### src/sv/art_pkg.sv
// art_pkg: shared types and constants for the ack retry tracker
// holds the item structs, entry layout, command and event codes, fsm states
// no dependencies
package art_pkg;

	localparam int TABLE_DEPTH = 16;
	localparam int IDX_W       = $clog2(TABLE_DEPTH);
	localparam int CNT_W       = $clog2(TABLE_DEPTH + 1);

	// command codes
	localparam logic [1:0] CMD_TRACK = 2'd0;
	localparam logic [1:0] CMD_ACK   = 2'd1;
	localparam logic [1:0] CMD_CHECK = 2'd2;
	localparam logic [1:0] CMD_NONE  = 2'd3;

	// event codes
	localparam logic [2:0] EV_TRACKED     = 3'd0;
	localparam logic [2:0] EV_FULL        = 3'd1;
	localparam logic [2:0] EV_DUPLICATE   = 3'd2;
	localparam logic [2:0] EV_ACK_MATCHED = 3'd3;
	localparam logic [2:0] EV_ACK_UNKNOWN = 3'd4;
	localparam logic [2:0] EV_RESEND      = 3'd5;
	localparam logic [2:0] EV_FAILURE     = 3'd6;
	localparam logic [2:0] EV_SCAN_DONE   = 3'd7;

	// register indexes
	localparam logic REG_TIMEOUT = 1'b0;
	localparam logic REG_RETRIES = 1'b1;

	typedef struct packed {
		logic [1:0]  command;
		logic [31:0] message_id;
		logic [2:0]  ack_exec_status;
		logic [31:0] now_time;
	} req_t;

	typedef struct packed {
		logic [2:0]  event_kind;
		logic [31:0] event_id;
		logic [3:0]  retry_number;
		logic [2:0]  exec_status;
		logic        changed;
		logic        last;
	} rsp_t;

	typedef struct packed {
		logic [31:0] timeout_ms;
		logic [3:0]  max_retries;
	} cfg_t;

	typedef struct packed {
		logic [31:0] id;
		logic        waiting;
		logic [3:0]  retries;
		logic [31:0] sent_time;
	} entry_t;

	typedef struct packed {
		logic             en;
		logic [IDX_W-1:0] addr;
		entry_t           data;
	} ram_wr_t;

	typedef enum logic [1:0] {
		ST_IDLE,
		ST_SCAN,
		ST_FINISH
	} ctrl_state_t;

endpackage

### src/sv/art_cfg_regs.sv
// art_cfg_regs: apb register block for timeout and retry budget
// depends on art_pkg
module art_cfg_regs (
	input  logic              clk,
	input  logic              arst_n,
	input  logic              psel,
	input  logic              penable,
	input  logic              pwrite,
	input  logic [2:0]        paddr,
	input  logic [31:0]       pwdata,
	output logic [31:0]       prdata,
	output logic              pready,
	output art_pkg::cfg_t     cfg
);

	art_pkg::cfg_t cfg_q;
	logic          wr_en;

	assign wr_en  = psel && penable && pwrite;
	assign pready = 1'b1;
	assign cfg    = cfg_q;

	// register writes
	always_ff @(posedge clk or negedge arst_n) begin
		if (!arst_n) begin
			cfg_q.timeout_ms  <= 32'd1000;
			cfg_q.max_retries <= 4'd3;
		end else if (wr_en) begin
			case (paddr[2])
				art_pkg::REG_TIMEOUT: cfg_q.timeout_ms  <= pwdata;
				art_pkg::REG_RETRIES: cfg_q.max_retries <= pwdata[3:0];
				default: ;
			endcase
		end
	end

	// read back
	always_comb begin
		case (paddr[2])
			art_pkg::REG_TIMEOUT: prdata = cfg_q.timeout_ms;
			art_pkg::REG_RETRIES: prdata = {28'd0, cfg_q.max_retries};
			default:              prdata = 32'd0;
		endcase
	end

endmodule

### src/sv/art_entry_ram.sv
// art_entry_ram: entry table memory, one write and one registered read port
// depends on art_pkg
module art_entry_ram (
	input  logic                      clk,
	input  art_pkg::ram_wr_t          wr,
	input  logic                      rd_en,
	input  logic [art_pkg::IDX_W-1:0] rd_addr,
	output art_pkg::entry_t           rd_data
);

	art_pkg::entry_t mem [art_pkg::TABLE_DEPTH];
	art_pkg::entry_t rd_data_q;

	assign rd_data = rd_data_q;

	// write port
	always_ff @(posedge clk) begin
		if (wr.en) begin
			mem[wr.addr] <= wr.data;
		end
	end

	// registered read port
	always_ff @(posedge clk) begin
		if (rd_en) begin
			rd_data_q <= mem[rd_addr];
		end
	end

endmodule

### src/sv/art_ctrl.sv
// art_ctrl: command sequencer with the shared id / age compare unit
// walks the entry memory one entry per cycle; depends on art_pkg
module art_ctrl (
	input  logic                      clk,
	input  logic                      arst_n,
	input  logic                      start,
	input  art_pkg::req_t             req,
	input  art_pkg::cfg_t             cfg,
	output logic                      busy,
	output logic                      rsp_valid,
	output art_pkg::rsp_t             rsp,
	output art_pkg::ram_wr_t          ram_wr,
	output logic                      ram_rd_en,
	output logic [art_pkg::IDX_W-1:0] ram_rd_addr,
	input  art_pkg::entry_t           ram_rd_data
);

	art_pkg::ctrl_state_t state_q, state_d;

	art_pkg::req_t             req_q;
	logic [art_pkg::CNT_W-1:0] count_q;
	logic [art_pkg::CNT_W-1:0] ptr_q;
	logic                      v_s1;
	logic [art_pkg::IDX_W-1:0] idx_s1;
	logic                      found_q;
	logic                      chg_q;
	logic                      rsp_valid_q;
	art_pkg::rsp_t             rsp_q;

	logic          accept;
	logic          issue;
	logic          id_match;
	logic          timed_out;
	logic          may_retry;
	logic [31:0]   age;
	logic          hit_stop;
	logic          scan_end;
	logic          emit_en;
	art_pkg::rsp_t emit;
	logic          append;
	logic          full;

	assign accept = start && (state_q == art_pkg::ST_IDLE) &&
		(req.command != art_pkg::CMD_NONE);
	assign busy      = (state_q != art_pkg::ST_IDLE);
	assign rsp_valid = rsp_valid_q;
	assign rsp       = rsp_q;
	assign full      = (count_q == art_pkg::CNT_W'(art_pkg::TABLE_DEPTH));

	// shared compare unit on the entry just read
	assign age       = req_q.now_time - ram_rd_data.sent_time;
	assign id_match  = (ram_rd_data.id == req_q.message_id);
	assign timed_out = (age >= cfg.timeout_ms);
	assign may_retry = (ram_rd_data.retries < cfg.max_retries);

	// walk control
	assign issue    = (ptr_q < count_q);
	assign hit_stop = v_s1 && id_match && (req_q.command != art_pkg::CMD_CHECK);
	assign scan_end = hit_stop || (!v_s1 && !issue);
	assign append   = (req_q.command == art_pkg::CMD_TRACK) && !full && !found_q;

	// next state
	always_comb begin
		state_d = state_q;
		case (state_q)
			art_pkg::ST_IDLE:   if (accept)   state_d = art_pkg::ST_SCAN;
			art_pkg::ST_SCAN:   if (scan_end) state_d = art_pkg::ST_FINISH;
			art_pkg::ST_FINISH: state_d = art_pkg::ST_IDLE;
			default:            state_d = art_pkg::ST_IDLE;
		endcase
	end

	// outputs: memory access and result items
	always_comb begin
		ram_rd_en   = 1'b0;
		ram_rd_addr = ptr_q[art_pkg::IDX_W-1:0];
		ram_wr.en   = 1'b0;
		ram_wr.addr = idx_s1;
		ram_wr.data = ram_rd_data;
		emit_en     = 1'b0;
		emit        = '0;
		case (state_q)
			art_pkg::ST_SCAN: begin
				ram_rd_en = issue;
				if (v_s1) begin
					if (req_q.command == art_pkg::CMD_ACK && id_match) begin
						ram_wr.en           = 1'b1;
						ram_wr.data.waiting = 1'b0;
					end else if (req_q.command == art_pkg::CMD_CHECK &&
							ram_rd_data.waiting && timed_out) begin
						ram_wr.en     = 1'b1;
						emit_en       = 1'b1;
						emit.event_id = ram_rd_data.id;
						if (may_retry) begin
							ram_wr.data.retries   = ram_rd_data.retries + 4'd1;
							ram_wr.data.sent_time = req_q.now_time;
							emit.event_kind       = art_pkg::EV_RESEND;
							emit.retry_number     = ram_rd_data.retries + 4'd1;
						end else begin
							ram_wr.data.waiting = 1'b0;
							emit.event_kind     = art_pkg::EV_FAILURE;
							emit.retry_number   = ram_rd_data.retries;
						end
					end
				end
			end
			art_pkg::ST_FINISH: begin
				emit_en   = 1'b1;
				emit.last = 1'b1;
				case (req_q.command)
					art_pkg::CMD_TRACK: begin
						emit.event_id = req_q.message_id;
						if (full) begin
							emit.event_kind = art_pkg::EV_FULL;
						end else if (found_q) begin
							emit.event_kind = art_pkg::EV_DUPLICATE;
						end else begin
							emit.event_kind       = art_pkg::EV_TRACKED;
							ram_wr.en             = 1'b1;
							ram_wr.addr           = count_q[art_pkg::IDX_W-1:0];
							ram_wr.data.id        = req_q.message_id;
							ram_wr.data.waiting   = 1'b1;
							ram_wr.data.retries   = 4'd0;
							ram_wr.data.sent_time = req_q.now_time;
						end
					end
					art_pkg::CMD_ACK: begin
						emit.event_id = req_q.message_id;
						if (found_q) begin
							emit.event_kind  = art_pkg::EV_ACK_MATCHED;
							emit.exec_status = req_q.ack_exec_status;
						end else begin
							emit.event_kind = art_pkg::EV_ACK_UNKNOWN;
						end
					end
					default: begin
						emit.event_kind = art_pkg::EV_SCAN_DONE;
						emit.changed    = chg_q;
					end
				endcase
			end
			default: ;
		endcase
	end

	// state and control registers
	always_ff @(posedge clk or negedge arst_n) begin
		if (!arst_n) begin
			state_q     <= art_pkg::ST_IDLE;
			count_q     <= '0;
			ptr_q       <= '0;
			v_s1        <= 1'b0;
			found_q     <= 1'b0;
			chg_q       <= 1'b0;
			rsp_valid_q <= 1'b0;
		end else begin
			state_q     <= state_d;
			rsp_valid_q <= emit_en;
			if (accept) begin
				ptr_q   <= '0;
				v_s1    <= 1'b0;
				found_q <= 1'b0;
				chg_q   <= 1'b0;
			end else if (state_q == art_pkg::ST_SCAN) begin
				v_s1 <= issue && !scan_end;
				if (issue) begin
					ptr_q <= ptr_q + art_pkg::CNT_W'(1);
				end
				if (hit_stop) begin
					found_q <= 1'b1;
				end
				if (emit_en) begin
					chg_q <= 1'b1;
				end
			end else begin
				v_s1 <= 1'b0;
			end
			if (state_q == art_pkg::ST_FINISH && append) begin
				count_q <= count_q + art_pkg::CNT_W'(1);
			end
		end
	end

	// payload registers
	always_ff @(posedge clk) begin
		if (accept) begin
			req_q <= req;
		end
		idx_s1 <= ptr_q[art_pkg::IDX_W-1:0];
		if (emit_en) begin
			rsp_q <= emit;
		end
	end

endmodule

### src/sv/ack_retry_tracker.sv
// ack_retry_tracker: top level of the acknowledgement / retry tracking table
// depends on art_pkg, art_cfg_regs, art_entry_ram, art_ctrl
//
// A command is taken when start is high and busy is low; busy then stays high
// while the table of up to 16 entries is walked one entry per cycle through a
// single-read-port entry memory and one shared id / age compare unit. A check
// walks every entry before its final item; track and ack stop early on the
// first id match. Each result item sits on rsp for exactly one cycle with
// rsp_valid high and must be taken then: the receiver cannot stall it. The
// final item of a command carries last = 1 and appears in the cycle busy
// falls. Command 3 is ignored. The table starts empty after reset with no
// clearing pass.
module ack_retry_tracker (
	input  logic          clk,
	input  logic          arst_n,
	input  logic          start,
	input  art_pkg::req_t req,
	output logic          busy,
	output logic          rsp_valid,
	output art_pkg::rsp_t rsp,
	input  logic          psel,
	input  logic          penable,
	input  logic          pwrite,
	input  logic [2:0]    paddr,
	input  logic [31:0]   pwdata,
	output logic [31:0]   prdata,
	output logic          pready
);

	art_pkg::cfg_t             cfg;
	art_pkg::ram_wr_t          ram_wr;
	logic                      ram_rd_en;
	logic [art_pkg::IDX_W-1:0] ram_rd_addr;
	art_pkg::entry_t           ram_rd_data;

	// configuration registers
	art_cfg_regs u_cfg (
		.clk     (clk),
		.arst_n  (arst_n),
		.psel    (psel),
		.penable (penable),
		.pwrite  (pwrite),
		.paddr   (paddr),
		.pwdata  (pwdata),
		.prdata  (prdata),
		.pready  (pready),
		.cfg     (cfg)
	);

	// entry table
	art_entry_ram u_ram (
		.clk     (clk),
		.wr      (ram_wr),
		.rd_en   (ram_rd_en),
		.rd_addr (ram_rd_addr),
		.rd_data (ram_rd_data)
	);

	// sequencer and compare unit
	art_ctrl u_ctrl (
		.clk         (clk),
		.arst_n      (arst_n),
		.start       (start),
		.req         (req),
		.cfg         (cfg),
		.busy        (busy),
		.rsp_valid   (rsp_valid),
		.rsp         (rsp),
		.ram_wr      (ram_wr),
		.ram_rd_en   (ram_rd_en),
		.ram_rd_addr (ram_rd_addr),
		.ram_rd_data (ram_rd_data)
	);

endmodule

### config.mk
export PLATFORM = sky130hd
export DESIGN_NAME = ack_retry_tracker
export DESIGN_NICKNAME = d
export VERILOG_FILES = /design/src/sv/art_pkg.sv /design/src/sv/art_cfg_regs.sv /design/src/sv/art_entry_ram.sv /design/src/sv/art_ctrl.sv /design/src/sv/ack_retry_tracker.sv
export SDC_FILE = /design/constraint.sdc
export NUM_CORES = 1
export LEC_CHECK = 0
export BUFFER_PORTS_ARGS = -buffer_cell sky130_fd_sc_hd__buf_2
export CORE_MARGIN = 2
export CORE_UTILIZATION = 45
export CTS_BUF_LIST = sky130_fd_sc_hd__clkbuf_4 sky130_fd_sc_hd__clkbuf_8 sky130_fd_sc_hd__clkbuf_16
export DETAILED_ROUTE_END_ITERATION = 12
export MAX_ROUTING_LAYER = met4
export PLACE_DENSITY_LB_ADDON = 0.1
export SYNTH_ARGS = -nofsm -noshare
export SYNTH_HDL_FRONTEND = slang
export SYNTH_HIERARCHICAL = 1
export SYNTH_SLANG_ARGS = --single-unit
### constraint.sdc
create_clock -name clk -period 9.85 [get_ports clk]
set_input_delay 1.4775 -clock clk [delete_from_list [all_inputs] [get_ports clk]]
set_output_delay 1.4775 -clock clk [all_outputs]
set_load 0.005 [all_outputs]
# ---- After elaboration in Yosys (flattened, before gate mapping)
# Memories as Yosys holds them, arrays and structs flattened. A register that Yosys moved wholly into a read port is not among the register bits.
# Cells that the tools add are included.
dict set report op_classes {
  add_sub_neg 4
  order_cmp 3
  n_eq_ne 10
  muxes 48
  n_bitwise 5
  n_reduce_logical 37
}
# cell n
set ops {}
lappend ops {{two-way mux 74 bit} 3}
lappend ops {{two-way mux 39 bit} 3}
lappend ops {{two-way mux 36 bit} 3}
lappend ops {{two-way mux 37 bit} 2}
lappend ops {{one-hot mux 37 bit (2 select lines)} 1}
lappend ops {{one-hot mux 35 bit (2 select lines)} 1}
lappend ops {{one-hot mux 32 bit (2 select lines)} 1}
lappend ops {{== test 32 bit} 1}
lappend ops {{>= comparator 32 bit} 1}
lappend ops {{two-way mux 32 bit} 1}
lappend ops {{subtractor 32 bit} 1}
lappend ops {{two-way mux 1 bit} 19}
lappend ops {{two-way mux 5 bit} 3}
lappend ops {{logical AND 1 bit} 14}
lappend ops {{AND reduction 2 bit} 6}
lappend ops {{adder 5 x 1 -> 5 bit, second input constant} 2}
lappend ops {{two-way mux 2 bit} 5}
lappend ops {{nonzero test 2 bit} 5}
lappend ops {{one-hot mux 3 bit (2 select lines)} 1}
lappend ops {{== test 5 bit, second input constant} 1}
lappend ops {{logical NOT 1 bit} 5}
lappend ops {{less-than comparator 5 bit} 1}
lappend ops {{inverter 1 bit} 5}
lappend ops {{adder 4 x 1 -> 4 bit, second input constant} 1}
lappend ops {{other kinds (15)} 21}
dict set report totals {
  ff_bits 169
  mem_bits_rw 1104
  input_bits 110
  output_inout_bits 79
  word_cells 128
  n_memories 1
}
# memory depth word_bits read_ports rd_ports_with_merged_regs wr line
set mem_list {}
lappend mem_list {u_ram.mem 16 69 1 1 1 art_entry_ram.sv:11} ;# art_pkg::entry_t mem [art_pkg::TABLE_DEPTH];

# ---- Longest topological paths before layout
# Gate-level depths: netlist (run 1).
dict set report logic_depth {
  depth_word 10
  depth_mapped 23
}

# ---- By module
# Netlist (run 1), hierarchy kept.
# mod instances cells_per_inst area_per_inst_um2 seq_area_each_um2
set by_module_without_submodules {}
lappend by_module_without_submodules {art_entry_ram 1 1776 43400.4 35223.8}
lappend by_module_without_submodules {art_ctrl 1 895 9311.4 3873.7}
lappend by_module_without_submodules {art_cfg_regs 1 114 1736.7 910.9}

# ---- Worst setup path before layout (run 1)
# No wires, ideal clock.
dict set report synth_path {
  kind {register to register}
  startpoint {reg u_ctrl/req_q[0] (netlist name)}
  endpoint {mem u_ram/mem[0][0] (netlist name), enable pin}
  t_arrival_ns 9.182
  setup_slack_ns 0.087
  path_stages_with_launch 24
  n_path_buf 0
  synth_period_minus_slack_ns 9.763
  cell_sequence {edfxtp_1 -> inv_1 -> ha_1 -> inv_1 -> fa_1 -> a21oi_1 -> o21ai_1 -> a211oi_2 -> o311ai_2 -> a2111oi_4 -> nor3_2 -> a211oi_2 -> xnor2_1 -> ha_1 -> nand4_1 -> nor3_1 -> nand2_1 -> o21a_1 -> o211ai_1 -> o21ai_1 -> nand2_1 -> a32o_1 -> or3b_2 -> nor3_1}
}
# element line
set synth_lines {}
lappend synth_lines {{start: declaration} art_ctrl.sv:20} ;# art_pkg::req_t req_q;
lappend synth_lines {{start signal: assignment} art_ctrl.sv:187} ;# req_q <= req;
lappend synth_lines {{end: declaration} art_entry_ram.sv:11}

==> results of run 1 <==
final timing paths:
kind	end	cells past startpoint
max	u_ram/mem[1][44]	23
min	u_ctrl/count_q[4]	1
max reg2reg	u_ram/mem[1][44]	23
min reg2reg	u_ctrl/count_q[4]	1
max in group asynchronous	u_ctrl/ptr_q[1]	2
min in group asynchronous	u_cfg/cfg[15]	2
cells in the final DEF, fill, tap and decap left out, types with 57 or more instances in the layout:
master and instances:
inv_1 85, edfxtp_1 1286, nand2_1 100, clkbuf_16 150, a22oi_1 138, buf_2 185, ha_1 77, a22o_1 60
mux4_2 273, buf_4 57
routing by layer:
metal  vias up  track usage (%)  wire, um
li1      11960                -         -
met1     15030            31.95     60960
met2       846            37.81     69070
met3       184            3.291      7550
met4         0            5.311      2410
met5         -                -         0
area by class of cell:
cell class / count / area (um^2) / share of cell area (%)
clock inverter: 68 / 635.6 / 1.022
tap: 1612 / 2017 / 3.244
timing repair buffer: 255 / 1614 / 2.596
inverter: 88 / 332.8 / 0.5354
sequential: 1342 / 40020 / 64.37
multi-input combinational: 1214 / 13480 / 21.68
clock buffer: 190 / 4073 / 6.551
Yosys cell counts, drive strengths merged (9+ instances only):
library cell | number | area [um^2]
ha | 77 | 963.4
mux4 | 276 | 6227
nand2 | 100 | 375.4
edfxtp | 1286 | 38620
o21ai | 33 | 168.9
a22oi | 138 | 1036
a21oi | 55 | 282.8
and2 | 10 | 65.06
dfrtp | 44 | 1101
nor3 | 33 | 181.4
nand2b | 13 | 81.33
a22o | 60 | 525.5
a21o | 30 | 226.5
xor2 | 46 | 402.9
xnor2 | 25 | 219.0
nor2 | 55 | 206.5
mux2 | 78 | 991.0
o22ai | 19 | 118.9
inv | 87 | 326.6
a211oi | 23 | 182.7
nor2b | 36 | 225.2
clkbuf | 51 | 191.4
buf | 90 | 601.8
nor4 | 9 | 56.30
nand4 | 17 | 106.4
nand3 | 16 | 80.08
power by group through the flow:
stage               registers [mW]  logic, mW  clock network (mW)
detailed placement            7.81       3.94                   0
floorplan                     7.69       2.76                   0
global placement              7.80       3.81                   0
finish                        7.69       3.91                5.31
global route                  7.73       4.29                5.64
CTS                           7.69       3.95                5.43
sequential cells by signal (all words and copies together), names as in the netlist:
register,cells
u_ctrl/chg_q,1
u_cfg/cfg,36
u_ctrl/count_q,5
u_ctrl/v_s1,1
u_ctrl/idx_s1,4
u_ram/rd_data,69
u_ram/mem,1104
u_ctrl/rsp,44
u_ctrl/req_q,69
u_ctrl/rsp_valid,1
u_ctrl/state_q,2
u_ctrl/found_q,1
u_ctrl/ptr_q,5
stage by stage:
stage                     util, %  instance area [um^2]  setup slack (ps)  hold WS [ps]
final                       51.82                 62170              2576         508.2
after global routing        51.82                 62170              2112         521.2
after CTS                   51.82                 62170              2535         504.0
after detailed placement    47.89                 57460              2608         494.9
after global placement      47.89                 57460              2669         496.7
after floorplan                 -                 54450             87.20         430.1
kinds of logic after synthesis:
family	count (synthesis)
DFF	1342
AOI/OAI and AO/OA	402
muxes	356
and+or+nand+nor	306
buffers and inverters	229
adders and majority gates	78
xor gates and xnor gates	71
other	1
==> impl_metrics.toml, run 1 <==
[synth]
synthXorXnorAreaFrac_pct = 1.142
synth_flop_cell = "edfxtp_1"
ys_warn_count = 6
synth.avg_cell_area_um2 = 19.55
syn_area_um2 = 54450
synth_edf_count = 1286
synthSimpleGateAreaFrac_pct = 2.787
ys_ff_latch = 1342
synth_cell_types = 78
synth_adder_area_share_pct = 1.806
postSynth.asyncResetShare_pct = 3.875
syn_inst = 2785
synth-seq-area-share_pct = 73.48
synth_compound_area_share_pct = 5.421
synth_top_family_by_area = "multiplexers"
synth_fp_nets = 2973
synthMuxAreaShare_pct = 13.29

[layout]
syn2layout_area_growth_pct = 14.18
finalNonFillerCells = 4769
nNetsFinal = 3234
antenna_cells = 0
layout-drive-gt1-share_pct = 27.18
nFillCells = 9572

[timing]
worst_pin_slew_ps = 1222
fmax_mhz = 137.5
period_minus_slack_ps = 7274
hold_violations = 0
setup_viol = 0
fin_tns_setup_ps = 0
min_period_over_period_pct = 73.85
rsz0062_at_grt = "false"
relSlewSlack_pct = 18.22
slew_violations = 0
clock-skew-final_ps = 31.71

[worst_setup_path]
crit_type = "flop to flop"
cp-start-kind = "flop"
path_max_fanout = 23
worstPathCellList = "inv_1 > ha_1 > inv_1 > fa_1 > a21oi_1 > o21ai_1 > a211oi_2 > o311ai_2 > a2111oi_4 > o21bai_1 > a21oi_1 > xnor2_1 > ha_1 > nand4_1 > nor3_1 > nand2_1 > a311oi_2 > o21ai_1 > nand2_1 > a32o_1 > or3b_2 > nor2_4 > buf_4"
worstSetupStartpoint = "u_ctrl/req_q[0]"
cp.arrival_ps = 7640
critPathBufInv = 3
cp-end-kind = "flop"
cpLargestDelayFamily = "compound AO/OA/AOI/OAI gates"
slowest_stage = "a311oi_2"
crit_required_ps = 10220
crit_path_max_incr_delay_ps = 660
r2r_slack_ps = 2580
worstReg2RegStart = "u_ctrl/req_q[0]"

[pwr]
p_sw_mw = 4.890
power.density_nw_per_um2 = 272.0
p_int_mw = 12.02
seqPwrFrac_pct = 45.5
power_frac_clock_pct = 31.4
p_comb_share_pct = 23.1
total_power_mw = 16.91
sw_frac_of_total_pct = 28.92
peakVddDrop_mv = 0.1803
p_leak_nw = 20.76

[hold_path]
holdCritPathClass = "flop to flop"
worstHoldStart = "u_ctrl/count_q[4]"

[cts]
clk_path_buf_depth = 3
postCtsHoldBufs = 0
cts.sinks = 1342
htree_levels = 4
clock_latency_ps = 750
cts_resized = 0
cts_setup_buffers = 0
cts-buffers-inserted = 145
cts_root_buf = "clkbuf_16"
cts_tree = "done"
path_clk_slew_ps = 60

[die]
die_h_um = 351.8
io-pin-count = 189
rows = 127
die-area_um2 = 123800
die_w_um = 351.8
core_area_um2 = 120000
start_util_pct = 45.38

[grt]
grt_usage_pct = 23.45
grt_pass1_wl_um = 200500
antenna_found_initial = 3
grt_max_degree = 70
grt-ovfl-total = 0
grt_pass1_vias = 28600

[placed_design]
gp_congestion = 0.8903
place_inst = 4511
dpl.hpwl_um = 75640
io_buffer_count = 185

[routing]
vias = 28020
drc = 0
finalWirelength_um = 140000
drt-pass1-iter-count = 7
wl_per_cell_um = 29.35
first_iter_violations = 2609
ant_nets = 0
via_per_inst = 5.876

[run_status]
outcome = "finished clean"

[run]
maxCapViolations = 0
(Power assumes the default switching activity.)
==> inputs of run 2 (changes only) <==
==> constraint.sdc (replaced) <==
create_clock -name clk -period 7.05 [get_ports clk]
set_input_delay 1.0575 -clock clk [delete_from_list [all_inputs] [get_ports clk]]
set_output_delay 1.0575 -clock clk [all_outputs]
set_load 0.005 [all_outputs]
==> impl_metrics.toml, run 2 (synthesis results as in run 1) <==
[routing]
wl_met3_um = 8093
drc = 0
vias = 27980
drt-pass1-iter-count = 5
finalWirelength_um = 137200
first_iter_violations = 2539
wl_met1_um = 59200
via_per_inst = 5.809
wl_per_cell_um = 28.49
top_layer_used = "met4"
ant_nets = 0
met2_length_um = 67170

[timing]
clock-skew-final_ps = 23.56
slew_violations = 0
fin_tns_setup_ps = 0
relSlewSlack_pct = 22.41
period_minus_slack_ps = 6670
fmax_mhz = 149.9
rsz0062_at_grt = "false"
setup_viol = 0
min_period_over_period_pct = 94.61
hold_violations = 0
hold_slack_ps = 441.6
worst_pin_slew_ps = 1156
fin_ws_ps = 379.9

[worst_setup_path]
critPathBufInv = 4
cp.arrival_ps = 7110
crit_required_ps = 7490
cp-start-kind = "flop"
path_max_fanout = 18
slowest_stage = "or3b_2"
cp-end-kind = "flop"
crit_type = "flop to flop"
crit_path_max_incr_delay_ps = 610
cpLargestDelayFamily = "compound AO/OA/AOI/OAI gates"

[placed_design]
pre_cts_slack_ps = 433.7
place_inst = 4553
io_buffer_count = 185
gp_congestion = 0.8791
dpl.hpwl_um = 80540

[cts]
clk_path_buf_depth = 3
postCtsHoldBufs = 0
cts_resized = 0
cts_root_buf = "clkbuf_16"
cts_setup_buffers = 0
cts_tree = "done"
cts-buffers-inserted = 145
path_clk_slew_ps = 60
clock_latency_ps = 760
htree_levels = 4
cts.sinks = 1342

[die]
die_w_um = 351.8
io-pin-count = 189
core_area_um2 = 120000
die-area_um2 = 123800
die_h_um = 351.8
rows = 127
start_util_pct = 45.38

[grt]
grt_pass1_wl_um = 197300
grt_usage_pct = 23.03
grt-ovfl-total = 0
grt_pass1_vias = 28500
grt_max_degree = 136
antenna_found_initial = 1

[pwr]
p_int_mw = 16.70
total_power_mw = 23.68
power.density_nw_per_um2 = 377.0
peakVddDrop_mv = 0.2474
power_frac_clock_pct = 30.9
p_sw_mw = 6.975
seqPwrFrac_pct = 45.3
sw_frac_of_total_pct = 29.46
p_leak_nw = 21.03
p_comb_share_pct = 23.8

[layout]
nNetsFinal = 3276
layout_commonest_cell = "edfxtp_1"
registers.top_by_ff_count = "u_ram/mem"
nFillCells = 9477
finalNonFillerCells = 4816
syn2layout_area_growth_pct = 15.33
layout_common_cells = "edfxtp_1, mux4_2, buf_2, clkbuf_16, a22oi_1"
largest_reg_flops = 1104
layout-drive-gt1-share_pct = 27.91

[run]
maxCapViolations = 0

[run_status]
outcome = "finished clean"

[hold_path]
holdCritPathClass = "input pin to asynchronous set/reset pin"
==> run 2: cell count changes in the layout (fill, tap and decap cells not counted), sizes merged <==
cell | before | now
bufinv | 8 | 6
diode | 0 | 1
buf | 255 | 297
clkbuf | 190 | 178
inv | 93 | 94
clkinvlp | 9 | 4
clkinv | 46 | 68
==> run 2: area by class of cell <==
type / count / area (um^2) / share of cell area, %
clock buffers: 178 / 3981 / 6.340
clock inverters: 84 / 639.4 / 1.018
repair buffers: 297 / 2305 / 3.670
inverters: 88 / 332.8 / 0.5300
multi-input cells: 1214 / 13500 / 21.50
flip-flops and latches: 1342 / 40020 / 63.72
diodes: 1 / 2.502 / 0.003985
well taps: 1612 / 2017 / 3.212
==> run 2: routing by layer <==
metal  vias to the layer above  track usage, %
met2                       940           36.58
met3                       181           3.840
met5                         -               -
met1                     14820           31.10
li1                      12040               -
met4                         0           6.122
==> run 2: path summary, 6_finish.rpt <==
kind | to | slack (ps) | startpoint | cells past startpoint
worst max-delay path | u_ram/mem[0][22] | 380 | u_ctrl/req_q[0] | 25
worst min-delay path | u_cfg/cfg[4] | 440 | arst_n | 2
worst max register to register | u_ram/mem[0][22] | 380 | u_ctrl/req_q[0] | 25
max in group asynchronous | u_ctrl/ptr_q[1] | 6090 | arst_n | 2
min in group clk | u_ctrl/req_q[53] | 470 | req[53] | 1
worst min register to register | u_ctrl/count_q[4] | 520 | u_ctrl/count_q[4] | 1
==> run 2: metrics by stage <==
step | util (%) | area (um^2)
6_report | 52.34 | 62800
5_1_grt | 52.34 | 62790
3_5_place_dp | 48.49 | 58170
3_3_place_gp | 48.49 | 58170
2_1_floorplan | - | 54510
4_1_cts | 52.34 | 62790
==> run 2: power groups by stage <==
stage	clock network, mW	logic (mW)	registers (mW)
global route	7.78	6.18	10.8
CTS	7.49	5.71	10.7
detailed placement	0	5.68	10.9
global placement	0	5.51	10.9
floorplan	0	3.87	10.7
finish	7.31	5.65	10.7
==> run 2: worst reg2reg max path, delay by kind of cell, from the launching register on <==
kind	cells	cell delay [ps]
AO/OA/AOI/OAI	11	2910
XOR/XNOR	1	100
adder cells (fa/ha/maj)	3	860
buffers and inverters	4	560
flip-flops	1	420
AND/OR/NAND/NOR	6	1480
